==> src/sv/gstc_pkg.sv <==
// ---------------------------------------------------------------------------
// gstc_pkg
// widths, register codes, reset values and helper functions of the
// stick and trigger conditioner
// ---------------------------------------------------------------------------
package gstc_pkg;

    localparam int STICK_W   = 16;
    localparam int PULL_W    = 8;
    localparam int MAG_W     = STICK_W + 1;
    localparam int CFG_IDX_W = 2;
    localparam int CFG_W     = 16;
    localparam int S_DATA_W  = 4 * STICK_W + 2 * PULL_W;
    localparam int M_DATA_W  = 6 * STICK_W;

    // iteration counts of the shared subtractor and the multiplier
    localparam int DIV_STEPS  = 33;
    localparam int SQRT_STEPS = 17;
    localparam int POW_STEPS  = 4;
    localparam int CNT_W      = 6;

    localparam logic [CFG_IDX_W-1:0] CFG_LEFT_DZ   = 2'd0;
    localparam logic [CFG_IDX_W-1:0] CFG_RIGHT_DZ  = 2'd1;
    localparam logic [CFG_IDX_W-1:0] CFG_TRIG_THR  = 2'd2;

    localparam logic [STICK_W-1:0] LEFT_DZ_RST  = 16'd7849;
    localparam logic [STICK_W-1:0] RIGHT_DZ_RST = 16'd8689;
    localparam logic [PULL_W-1:0]  TRIG_THR_RST = 8'd30;

    localparam logic [STICK_W-1:0]   DIR_MAX    = 16'h7FFF;
    localparam logic [2*MAG_W-1:0]   ROUND_HALF = 34'd16384;

    // magnitude of a two's complement stick value
    function automatic logic [MAG_W-1:0] stick_mag(input logic [STICK_W-1:0] v);
        logic [MAG_W-1:0] ext;
        ext = {v[STICK_W-1], v};
        return v[STICK_W-1] ? (~ext + 1'b1) : ext;
    endfunction

    // apply sign, saturate positive values at +32767
    function automatic logic [STICK_W-1:0] sat_dir(input logic [MAG_W-1:0] mag,
                                                   input logic neg);
        logic [MAG_W-1:0] negm;
        negm = ~mag + 1'b1;
        if (neg) begin
            return negm[STICK_W-1:0];
        end else if (mag > {1'b0, DIR_MAX}) begin
            return DIR_MAX;
        end else begin
            return mag[STICK_W-1:0];
        end
    endfunction

    // trig * 257 above threshold
    function automatic logic [STICK_W-1:0] trig_level(input logic [PULL_W-1:0] p,
                                                      input logic [PULL_W-1:0] thr);
        return (p > thr) ? {p, p} : '0;
    endfunction

endpackage

==> src/sv/gamepad_stick_trigger_conditioner_unit.sv <==
// ---------------------------------------------------------------------------
// gamepad stick and trigger conditioner
// One controller sample in, one conditioned sample out. Each stick whose
// radius is at or below its deadzone reads zero; otherwise it yields its
// unit direction x/r, y/r in Q1.15 (ties rounded away from zero, positive
// saturating at 32767), and the right stick components are raised to the
// fifth power. Triggers above the threshold give trig*257 (Q0.16), else 0.
// A sample with pad_present low repeats the previous outputs with link_ok 0.
// Timing: one sample at a time. An absent-pad sample goes from the idle
// state straight to the output register. A present sample takes, per
// stick, the squared radius and deadzone compare, then per component a
// 33-step restoring divide and a 17-step square root that run on one
// shared 34-bit subtractor; the right stick adds 4 passes through the
// shared 17x17 multiplier per component.
// tready is high only while the sequencer is idle; a finished result sits
// in the output register and does not block the next sample.
// ---------------------------------------------------------------------------
module gamepad_stick_trigger_conditioner_unit
    import gstc_pkg::*;
(
    input  logic                  i_clk,
    input  logic                  i_rst_n,
    // configuration write port
    input  logic                  i_cfg_we,
    input  logic [CFG_IDX_W-1:0]  i_cfg_idx,
    input  logic [CFG_W-1:0]      i_cfg_data,
    // sample input
    input  logic                  i_s_axis_tvalid,
    output logic                  o_s_axis_tready,
    // left_x, left_y, right_x, right_y, left_pull, right_pull
    input  logic [S_DATA_W-1:0]   i_s_axis_tdata,
    // pad_present
    input  logic                  i_s_axis_tuser,
    // conditioned output
    output logic                  o_m_axis_tvalid,
    input  logic                  i_m_axis_tready,
    // left_dir_x, left_dir_y, right_dir_x, right_dir_y, left_level, right_level
    output logic [M_DATA_W-1:0]   o_m_axis_tdata,
    // link_ok
    output logic                  o_m_axis_tuser
);

    typedef enum logic [3:0] {
        ST_IDLE,
        ST_SQX,     // r_s = x*x
        ST_SQY,     // r_s += y*y
        ST_SQD,     // r_dz2 = deadzone^2
        ST_CMP,     // outside deadzone?
        ST_SQA,     // dividend a*a for this component
        ST_DIV,     // a*a*2^32 / s, one quotient bit per cycle
        ST_SQRT,    // isqrt of quotient, one root bit per cycle
        ST_FIN,     // round and saturate the direction
        ST_POW,     // t = (t*|d| + half) >> 15
        ST_POWFIN,  // restore sign of the fifth power
        ST_LVL,     // trigger levels
        ST_DONE     // hand the sample to the output register
    } t_state;

    t_state r_state;

    // configuration
    logic [STICK_W-1:0] r_left_dz;
    logic [STICK_W-1:0] r_right_dz;
    logic [PULL_W-1:0]  r_trig_thr;

    // latched sample
    logic signed [STICK_W-1:0] r_in_lx, r_in_ly, r_in_rx, r_in_ry;
    logic [PULL_W-1:0]         r_in_lp, r_in_rp;

    // sequencer
    logic             r_side;   // 0 left stick, 1 right stick
    logic             r_comp;   // 0 x component, 1 y component
    logic [CNT_W-1:0] r_cnt;

    // datapath
    logic [31:0]        r_s;
    logic [31:0]        r_dz2;
    logic [2*MAG_W-1:0] r_rem;
    logic [2*MAG_W-1:0] r_q;
    logic [MAG_W-1:0]   r_root;
    logic               r_neg;
    logic [MAG_W-1:0]   r_t;
    logic [MAG_W-1:0]   r_pa;
    logic               r_dneg;

    // held outputs
    logic [STICK_W-1:0] r_hold_lx, r_hold_ly, r_hold_rx, r_hold_ry;
    logic [STICK_W-1:0] r_hold_ll, r_hold_rl;
    logic               r_link;

    // output register
    logic                r_out_valid;
    logic [M_DATA_W-1:0] r_out_data;
    logic                r_out_user;

    // current stick and component selection
    logic [STICK_W-1:0] w_x_sel, w_y_sel, w_c_sel, w_dz_sel;
    assign w_x_sel  = r_side ? r_in_rx : r_in_lx;
    assign w_y_sel  = r_side ? r_in_ry : r_in_ly;
    assign w_c_sel  = r_comp ? w_y_sel : w_x_sel;
    assign w_dz_sel = r_side ? r_right_dz : r_left_dz;

    // shared multiplier
    logic [MAG_W-1:0]   w_mul_a, w_mul_b;
    logic [2*MAG_W-1:0] w_prod;
    logic [2*MAG_W-1:0] w_pow_sum;

    always_comb begin
        unique case (r_state)
            ST_SQX: begin
                w_mul_a = stick_mag(w_x_sel);
                w_mul_b = stick_mag(w_x_sel);
            end
            ST_SQY: begin
                w_mul_a = stick_mag(w_y_sel);
                w_mul_b = stick_mag(w_y_sel);
            end
            ST_SQD: begin
                w_mul_a = {1'b0, w_dz_sel};
                w_mul_b = {1'b0, w_dz_sel};
            end
            ST_SQA: begin
                w_mul_a = stick_mag(w_c_sel);
                w_mul_b = stick_mag(w_c_sel);
            end
            ST_POW: begin
                w_mul_a = r_t;
                w_mul_b = r_pa;
            end
            default: begin
                w_mul_a = '0;
                w_mul_b = '0;
            end
        endcase
    end

    assign w_prod    = w_mul_a * w_mul_b;
    assign w_pow_sum = w_prod + ROUND_HALF;

    // shared subtractor: divide step or square root step
    logic [2*MAG_W-1:0] w_sub_a, w_sub_b;
    logic [2*MAG_W:0]   w_diff;
    logic               w_ge;
    logic [2*MAG_W-1:0] w_sub_sel;

    always_comb begin
        if (r_state == ST_SQRT) begin
            // bring down the next pair of radicand bits, trial = 4*root + 1
            w_sub_a = {r_rem[2*MAG_W-3:0], r_q[2*MAG_W-1:2*MAG_W-2]};
            w_sub_b = {{(MAG_W-2){1'b0}}, r_root, 2'b01};
        end else begin
            w_sub_a = r_rem;
            w_sub_b = {2'b00, r_s};
        end
    end

    assign w_diff    = {1'b0, w_sub_a} - {1'b0, w_sub_b};
    assign w_ge      = ~w_diff[2*MAG_W];
    assign w_sub_sel = w_ge ? w_diff[2*MAG_W-1:0] : w_sub_a;

    // direction from the root: m = (root + 1) >> 1
    logic [MAG_W:0]     w_m_sum;
    logic [STICK_W-1:0] w_dir;
    logic [STICK_W-1:0] w_pow_dir;
    assign w_m_sum   = {1'b0, r_root} + {{MAG_W{1'b0}}, 1'b1};
    assign w_dir     = sat_dir(w_m_sum[MAG_W:1], r_neg);
    assign w_pow_dir = sat_dir(r_t, r_dneg);

    // where to go once a component is finished
    logic   w_last_comp;
    t_state w_after_stick;
    assign w_last_comp   = r_comp;
    assign w_after_stick = r_side ? ST_LVL : ST_SQX;

    assign o_s_axis_tready = (r_state == ST_IDLE);
    assign o_m_axis_tvalid = r_out_valid;
    assign o_m_axis_tdata  = r_out_data;
    assign o_m_axis_tuser  = r_out_user;

    // configuration registers
    always_ff @(posedge i_clk) begin
        if (!i_rst_n) begin
            r_left_dz  <= LEFT_DZ_RST;
            r_right_dz <= RIGHT_DZ_RST;
            r_trig_thr <= TRIG_THR_RST;
        end else if (i_cfg_we) begin
            unique case (i_cfg_idx)
                CFG_LEFT_DZ:  r_left_dz  <= i_cfg_data;
                CFG_RIGHT_DZ: r_right_dz <= i_cfg_data;
                CFG_TRIG_THR: r_trig_thr <= i_cfg_data[PULL_W-1:0];
                default: ;  // unmapped index, ignored
            endcase
        end
    end

    // sample latch, payload only
    always_ff @(posedge i_clk) begin
        if (o_s_axis_tready && i_s_axis_tvalid) begin
            r_in_lx <= i_s_axis_tdata[0*STICK_W +: STICK_W];
            r_in_ly <= i_s_axis_tdata[1*STICK_W +: STICK_W];
            r_in_rx <= i_s_axis_tdata[2*STICK_W +: STICK_W];
            r_in_ry <= i_s_axis_tdata[3*STICK_W +: STICK_W];
            r_in_lp <= i_s_axis_tdata[4*STICK_W +: PULL_W];
            r_in_rp <= i_s_axis_tdata[4*STICK_W+PULL_W +: PULL_W];
        end
    end

    // sequencer, datapath and registered outputs
    always_ff @(posedge i_clk) begin
        if (!i_rst_n) begin
            r_state     <= ST_IDLE;
            r_side      <= 1'b0;
            r_comp      <= 1'b0;
            r_cnt       <= '0;
            r_hold_lx   <= '0;
            r_hold_ly   <= '0;
            r_hold_rx   <= '0;
            r_hold_ry   <= '0;
            r_hold_ll   <= '0;
            r_hold_rl   <= '0;
            r_link      <= 1'b0;
            r_out_valid <= 1'b0;
            r_out_user  <= 1'b0;
            r_out_data  <= '0;
        end else begin
            // output transaction taken, unless a new one is loaded right away
            if (r_out_valid && i_m_axis_tready && (r_state != ST_DONE)) begin
                r_out_valid <= 1'b0;
            end

            unique case (r_state)
                ST_IDLE: begin
                    if (i_s_axis_tvalid) begin
                        r_link <= i_s_axis_tuser;
                        r_side <= 1'b0;
                        r_comp <= 1'b0;
                        // absent pad: held values are repeated as they are
                        r_state <= i_s_axis_tuser ? ST_SQX : ST_DONE;
                    end
                end
                ST_SQX: begin
                    r_s     <= w_prod[31:0];
                    r_state <= ST_SQY;
                end
                ST_SQY: begin
                    r_s     <= r_s + w_prod[31:0];
                    r_state <= ST_SQD;
                end
                ST_SQD: begin
                    r_dz2   <= w_prod[31:0];
                    r_state <= ST_CMP;
                end
                ST_CMP: begin
                    if (r_s > r_dz2) begin
                        r_comp  <= 1'b0;
                        r_state <= ST_SQA;
                    end else begin
                        // inside the deadzone, stick reads zero
                        if (r_side) begin
                            r_hold_rx <= '0;
                            r_hold_ry <= '0;
                        end else begin
                            r_hold_lx <= '0;
                            r_hold_ly <= '0;
                        end
                        r_side  <= 1'b1;
                        r_state <= w_after_stick;
                    end
                end
                ST_SQA: begin
                    r_rem   <= {2'b00, w_prod[31:0]};
                    r_q     <= '0;
                    r_neg   <= w_c_sel[STICK_W-1];
                    r_cnt   <= '0;
                    r_state <= ST_DIV;
                end
                ST_DIV: begin
                    r_q <= {r_q[2*MAG_W-2:0], w_ge};
                    if (r_cnt == CNT_W'(DIV_STEPS - 1)) begin
                        r_rem   <= '0;
                        r_root  <= '0;
                        r_cnt   <= '0;
                        r_state <= ST_SQRT;
                    end else begin
                        r_rem <= {w_sub_sel[2*MAG_W-2:0], 1'b0};
                        r_cnt <= r_cnt + 1'b1;
                    end
                end
                ST_SQRT: begin
                    r_rem  <= w_sub_sel;
                    r_root <= {r_root[MAG_W-2:0], w_ge};
                    r_q    <= {r_q[2*MAG_W-3:0], 2'b00};
                    if (r_cnt == CNT_W'(SQRT_STEPS - 1)) begin
                        r_cnt   <= '0;
                        r_state <= ST_FIN;
                    end else begin
                        r_cnt <= r_cnt + 1'b1;
                    end
                end
                ST_FIN: begin
                    if (r_side) begin
                        // right stick goes on to the fifth power
                        r_pa    <= stick_mag(w_dir);
                        r_t     <= stick_mag(w_dir);
                        r_dneg  <= w_dir[STICK_W-1];
                        r_cnt   <= '0;
                        r_state <= ST_POW;
                    end else begin
                        if (r_comp) begin
                            r_hold_ly <= w_dir;
                        end else begin
                            r_hold_lx <= w_dir;
                        end
                        r_comp <= 1'b1;
                        if (w_last_comp) begin
                            r_side  <= 1'b1;
                            r_state <= w_after_stick;
                        end else begin
                            r_state <= ST_SQA;
                        end
                    end
                end
                ST_POW: begin
                    r_t <= w_pow_sum[MAG_W+14:15];
                    if (r_cnt == CNT_W'(POW_STEPS - 1)) begin
                        r_cnt   <= '0;
                        r_state <= ST_POWFIN;
                    end else begin
                        r_cnt <= r_cnt + 1'b1;
                    end
                end
                ST_POWFIN: begin
                    if (r_comp) begin
                        r_hold_ry <= w_pow_dir;
                    end else begin
                        r_hold_rx <= w_pow_dir;
                    end
                    r_comp  <= 1'b1;
                    r_state <= w_last_comp ? ST_LVL : ST_SQA;
                end
                ST_LVL: begin
                    r_hold_ll <= trig_level(r_in_lp, r_trig_thr);
                    r_hold_rl <= trig_level(r_in_rp, r_trig_thr);
                    r_state   <= ST_DONE;
                end
                ST_DONE: begin
                    // wait for a free output register
                    if (!r_out_valid || i_m_axis_tready) begin
                        r_out_valid <= 1'b1;
                        r_out_user  <= r_link;
                        r_out_data  <= {r_hold_rl, r_hold_ll, r_hold_ry,
                                        r_hold_rx, r_hold_ly, r_hold_lx};
                        r_state     <= ST_IDLE;
                    end
                end
                default: r_state <= ST_IDLE;
            endcase
        end
    end

endmodule

==> config.mk <==
export PLATFORM = sky130hd
export DESIGN_NAME = gamepad_stick_trigger_conditioner_unit
export DESIGN_NICKNAME = d
export VERILOG_FILES = /design/src/sv/gstc_pkg.sv /design/src/sv/gamepad_stick_trigger_conditioner_unit.sv
export SDC_FILE = /design/constraint.sdc
export NUM_CORES = 2
export LEC_CHECK = 0
export BUFFER_PORTS_ARGS = -buffer_cell sky130_fd_sc_hd__buf_2
export CORE_MARGIN = 4
export CORE_UTILIZATION = 35
export DETAILED_ROUTE_END_ITERATION = 10
export GPL_ROUTABILITY_DRIVEN = 1
export HOLD_SLACK_MARGIN = 0.02
export PLACE_DENSITY = 0.49
export RECOVER_POWER = 100
export SETUP_SLACK_MARGIN = 0.1
export SLEW_MARGIN = 30
export SYNTH_ARGS = -nofsm -noshare
export SYNTH_HDL_FRONTEND = slang
export SYNTH_SLANG_ARGS = --single-unit
==> constraint.sdc <==
create_clock -name i_clk -period 22 [get_ports i_clk]
set_input_delay 3.3 -clock i_clk [delete_from_list [all_inputs] [get_ports i_clk]]
set_output_delay 3.3 -clock i_clk [all_outputs]
set_load 0.02 [all_outputs]
==> Word-level counts from Yosys, hierarchy flattened <==
Index checks and enable logic that the tools add are counted.
{ "totals": {"regBits": 512, "input_bits": 104, "output_inout_bits": 99, "elab_cells": 194} }
{ "op_classes": {"n_addsub": 11, "mul": 1, "n_lt_le_gt_ge": 5, "n_eq_ne": 33, "muxes": 69, "n_bitwise": 7, "n_reduce_logical": 36} }
{ "ops": {"columns": ["cell", "n"], "rows": [
  ["$mux W16", 20],
  ["$pmux W34 S3", 2],
  ["$pmux W17 S5", 2],
  ["$pmux W16 S2", 4],
  ["$mux W17", 6],
  ["$mux W34", 3],
  ["$add A17 B1 Y17 const B", 4],
  ["$not A17 Y17", 4],
  ["$pmux W17 S2", 2],
  ["$pmux W32 S2", 1],
  ["$pmux W4 S13", 1],
  ["$mux W4", 11],
  ["$sub A34 B34 Y35", 1],
  ["$gt A17 B15 Y1 const B", 2],
  ["$add A16 B1 Y16 const B", 2],
  ["$add A32 B15 Y32 const B", 1],
  ["$add A32 B32 Y32", 1],
  ["$gt A32 B32 Y1", 1],
  ["$mul A17 B17 Y32", 1],
  ["$mux W32", 1],
  ["$not A16 Y16", 2],
  ["$pmux W6 S5", 1],
  ["$ne A2 B2 Y1 const B", 14],
  ["$mux W6", 4],
  ["other kinds (31)", 71]
]} }

==> Logic depth before layout (Yosys ltp) <==
{ "depth": {"ltp_word": 9, "depth_mapped": 47} }

==> Least setup slack after synthesis <==
No wires, ideal clock.
{ "synth_timing": {"kind": "reg-to-reg", "startpoint": "reg r_side", "endpoint": "reg r_s[31] (data pin)", "setup_ns": 0.260, "arrival_time_ns": 9.577, "path_slack_ns": 12.162, "path_stages_with_launch": 43, "synth_period_minus_slack_ns": 9.838, "path_cell_list": "dfxtp_1 > buf_6 > buf_6 > buf_6 > mux2i_1 > ha_1 > o21ai_0 > or2_1 > nor2_1 > a41o_1 > xnor2_1 > o22ai_1 > a211oi_2 > and2_1 > clkbuf_1 > nor2_1 > fa_1 > fa_1 > (+7 left out) > buf_2 > and3_1 > a2111oi_2 > and2_1 > a21boi_0 > o31ai_1 > inv_1 > ha_1 > a21o_1 > a21oi_1 > o21ai_0 > a31oi_1 > o31ai_1 > a211oi_1 > a21oi_1 > xor2_1 > nand2_1 > xnor2_1"} }
{ "synth_between": {"elab_chain_cells": 9, "word_cells_on_any_way": 18, "cone_classes": "add/sub (4); mul (1); mux (10); bitwise (3)"} }
{ "synth_lines": {"columns": ["element", "line", "text"], "rows": [
  ["from (decl)", "gamepad_stick_trigger_conditioner_unit.sv:71", "logic r_side;"],
  ["from (signal assigned)", "gamepad_stick_trigger_conditioner_unit.sv:212", "r_side <= 1'b0;"],
  ["from (signal assigned)", "gamepad_stick_trigger_conditioner_unit.sv:235", "r_side <= 1'b0;"],
  ["from (signal assigned)", "gamepad_stick_trigger_conditioner_unit.sv:266", "r_side <= 1'b1;"],
  ["$mux W16, on equally long branches", "gamepad_stick_trigger_conditioner_unit.sv:98, gamepad_stick_trigger_conditioner_unit.sv:99", null],
  ["$mux W16", "gamepad_stick_trigger_conditioner_unit.sv:100", "assign w_c_sel = r_comp ? w_y_sel : w_x_sel;"],
  ["$not A17 Y17", "gstc_pkg.sv:37", "return v[STICK_W-1] ? (~ext + 1'b1) : ext;"],
  ["$add A17 B1 Y17", "gstc_pkg.sv:37", null],
  ["$mux W17", "gstc_pkg.sv:37", null],
  ["$pmux W17 S5", "gamepad_stick_trigger_conditioner_unit.sv:109", "unique case (r_state)"],
  ["$mul A17 B17 Y32 *", "gamepad_stick_trigger_conditioner_unit.sv:137", "assign w_prod = w_mul_a * w_mul_b;"],
  ["net w_prod[20]", "gamepad_stick_trigger_conditioner_unit.sv:105", "logic [2*MAG_W-1:0] w_prod;"],
  ["$add A32 B32 Y32 *", "gamepad_stick_trigger_conditioner_unit.sv:246", "r_s <= r_s + w_prod[31:0];"],
  ["$pmux W32 S2 *", "gamepad_stick_trigger_conditioner_unit.sv:231", "unique case (r_state)"],
  ["to (signal assigned)", "gamepad_stick_trigger_conditioner_unit.sv:242", "r_s <= w_prod[31:0];"],
  ["to (signal assigned)", "gamepad_stick_trigger_conditioner_unit.sv:246", null],
  ["to (decl)", "gamepad_stick_trigger_conditioner_unit.sv:76", "logic [31:0] r_s;"]
]} }
The timed path passes the listed nets; every way through them passes the cells marked *.
A chain may end at the register's enable or synchronous reset.

==> Final worst setup path <==
Ends and elaborated chain as after synthesis.

==> reports/qor.yml <==
detailed_routing:
  wirelength_um: 119200
  viasPerCell: 5.278
  drtAntennaViolNets: 0
  num_vias: 30090
  drc: 0
  drtPass1Iterations: 5
  drt_iter0_markers: 2176
  wl_per_cell_um: 20.91
power:
  vdd_drop_max_mv: 0.09697
  p_leak_uw: 0.01677
  powerDensity_nw_per_um2: 139.8
die:
  die_w_um: 333.6
  rows: 119
  die-height_um: 333.6
  fp.coreArea_sq_um: 105300
  dieArea_sq_um: 111300
  initial_core_util_pct: 35.24
  io_pins: 203
logic_synthesis:
  ys_seq_area_share_pct: 33.06
  avgSynthCellArea_sq_um: 8.891
  synth_edf_count: 265
  synth.area.top_cells: "edfxtp_1 (21%), fa_1 (12%), dfxtp_1 (12%), ha_1 (7.6%), nand2_1 (7.4%)"
  syn_area_sq_um: 37090
  ys_warn_count: 0
  async_flop_share_pct: 0
  syn_nets: 4726
  synth_flop_cell: "edfxtp_1"
  synth_top_area_share_pct: 21.45
  synth_cell_types: 112
  synth-seq-cells: 480
  synth_top_area_cell: "edfxtp_1"
  synth_cells: 4172
job:
  drv_cap: 13
setup_path:
  r2r_setup_slack_ns: 6.35
  r2r-start: "r_side"
  crit_slowest_cell: "clkbuf_1"
  cpLargestDelayFamily: "compound AO/OA/AOI/OAI gates"
  crit_path_start_kind: "register"
  r2r_end: "r_s[31]"
  cp.arrival_ns: 16.02
  endpoint_kind: "register"
  worstRegToRegCells: 41
  crit_required_ns: 22.38
  cpPeakStageDelay_ns: 2.37
  crit_path_max_fanout: 60
  cp.buffers_inverters: 6
  path_class: "register to register"
  critPathMostFrequentCell: "fa_1"
hold_path:
  hold-path-cell-count: 2
  hp-start: "r_hold_lx[15]"
  hold_path_class: "register to register"
  min_to: "o_m_axis_tdata[15]"
clock_tree:
  numCtsBuffers: 54
  cts_tree: "yes"
  cts_buffer_depth: 3
  hold_buffers: 0
  htreeDepth: 2
  clk_latency_ns: 0.64
  root_buffer: "clkbuf_16"
  cts_sinks: 480
  clkTransAtPathRegs_ns: 0.07
  cts_resized: 0
  cts_setup_buffers: 0
global_route:
  grt_max_degree: 82
  antenna_found_initial: 0
  track_usage_pct: 20.91
  first_global_vias: 29430
  gr-total-overflow: 0
  grt_first_pass_wirelength_um: 182900
final_layout:
  final_area_sq_um: 40780
  stdcell_count: 5700
  regArea_sq_um: 12260
  multi_input_area_sq_um: 22280
  diodes: 0
  area_delta_synth_final_pct: 9.934
  final_net_count: 4820
  final_layout_size_suffix_gt1_share_pct: 6.428
  fill_cells: 10820
timing:
  setup_violations: 0
  hold_viol: 0
  maxSlewViolCount: 698
  relSlewSlack_pct: -143.4
  period_needed_ns: 15.65
  rsz0062_at_grt: "no"
  finalSetupTns_ns: 0
  worstMarginPinSlew_ns: 3.650
  finalCritPeriodShare_pct: 71.13
  clock.fmax_ghz: 0.06391
  finClkSkew_ns: 0.02530
run_status:
  outcome: "complete, but fails checks"
  violations: "capacitance limit, slew limit"
placed_design:
  hpwl_um: 91610
  dp.cells: 5601
  place_congestion: 0.8931
  io_buffers: 202
  dpl_cell_area_sq_um: 39420
## final cells by class
cell class	instances	area share [%]
inverter	410	3.783
timing repair buffer	256	2.881
sequential	480	30.07
tap	1391	4.268
clock buffer	65	3.489
clock inverter	34	0.8714
multi-input combinational	3064	54.64
## per-layer routing
metal,share of wire (%),global-route usage [%]
met5,0,0
met4,1.5,3.504
met3,5.1,2.801
met2,46,33.92
met1,47,30.22
## state kept, by name (all words and copies together) (netlist names), 17 cells and up
register and count:
o_m_axis_tdata 80, r_q 34, r_rem 34, r_dz2 32, r_s 32, r_pa 17, r_root 17, r_t 17
## through the flow
step                hold slack [ns]  util, %  total power, uW  worst slack [ns]
floorplan                    0.4316        -             3666             12.16
global placement             0.4383    37.34             4812             9.784
detailed placement           0.4432    37.45             4794             9.521
CTS                          0.4518    39.14             5744             9.492
global route                 0.4648    38.74             6146             5.321
finish                       0.4472    38.74             5699             6.352
## power by group
part / internal (uW) / leakage [uW] / switching (uW)
combinational: 1200 / 0.0117 / 2290
clock: 523 / 0.000846 / 392
sequential: 1160 / 0.00420 / 129
## layout by cell type, fill, tap and decap left out, types with 28 or more instances in the layout
cell type,count
a21o_1,84
a21oi_1,281
a22o_1,53
a22oi_1,33
and2_1,37
buf_2,87
buf_4,28
clkbuf_1,149
clkbuf_16,54
dfxtp_1,215
edfxtp_1,265
fa_1,225
ha_1,225
inv_1,403
mux2i_1,83
nand2_1,728
nand2b_1,40
nand3_1,105
nand4_1,33
nor2_1,294
nor3_1,52
o21ai_0,153
o21ai_1,28
xnor2_1,113
xor2_1,77
## worst max path at each step
stage | start | end | slack [ns] | cells past startpoint
final | r_side | r_s[31] | 6.35 | 41
after global routing | r_side | r_s[31] | 5.32 | 41
after CTS | r_side | r_s[31] | 9.49 | 41
after detailed placement | r_side | r_s[31] | 9.52 | 41
after global placement | r_side | r_s[31] | 9.78 | 39
after floorplan | r_side | r_s[31] | 12.16 | 42
## worst min-delay path, delay by kind of cell (launching register included)
family	cells	cell delay, ns
DFF	1	0.31
and+or+nand+nor	1	0.06
AOI/OAI and AO/OA	1	0.05
## cells in the mapped netlist (31+ instances only)
cell type,count
buf_2,39
a21oi_1,286
dfxtp_1,215
nor2_1,295
o21ai_0,139
nand2b_1,40
xnor2_1,111
inv_1,405
and2_1,56
fa_1,225
nand4_1,31
nand3_1,106
ha_1,225
a21o_1,84
mux2i_1,83
edfxtp_1,265
nor3_1,55
a22o_1,53
nand2_1,729
xor2_1,77
clkbuf_1,137
a22oi_1,33
o21ai_1,44
## logic make-up (layout without fill, tap and decap cells)
group,count (synthesis),in the layout,share of synthesized area [%]
adders and majority gates,450,450,19.73
other,1,1,0.01011
and+or+nand+nor,1445,1445,17.44
AOI/OAI and AO/OA,873,873,15.18
muxes,102,102,3.066
xor gates and xnor gates,193,193,4.689
buffers and inverters,628,765,6.834
DFF,480,480,33.06
Note: power is estimated with default switching activity, not from simulation.
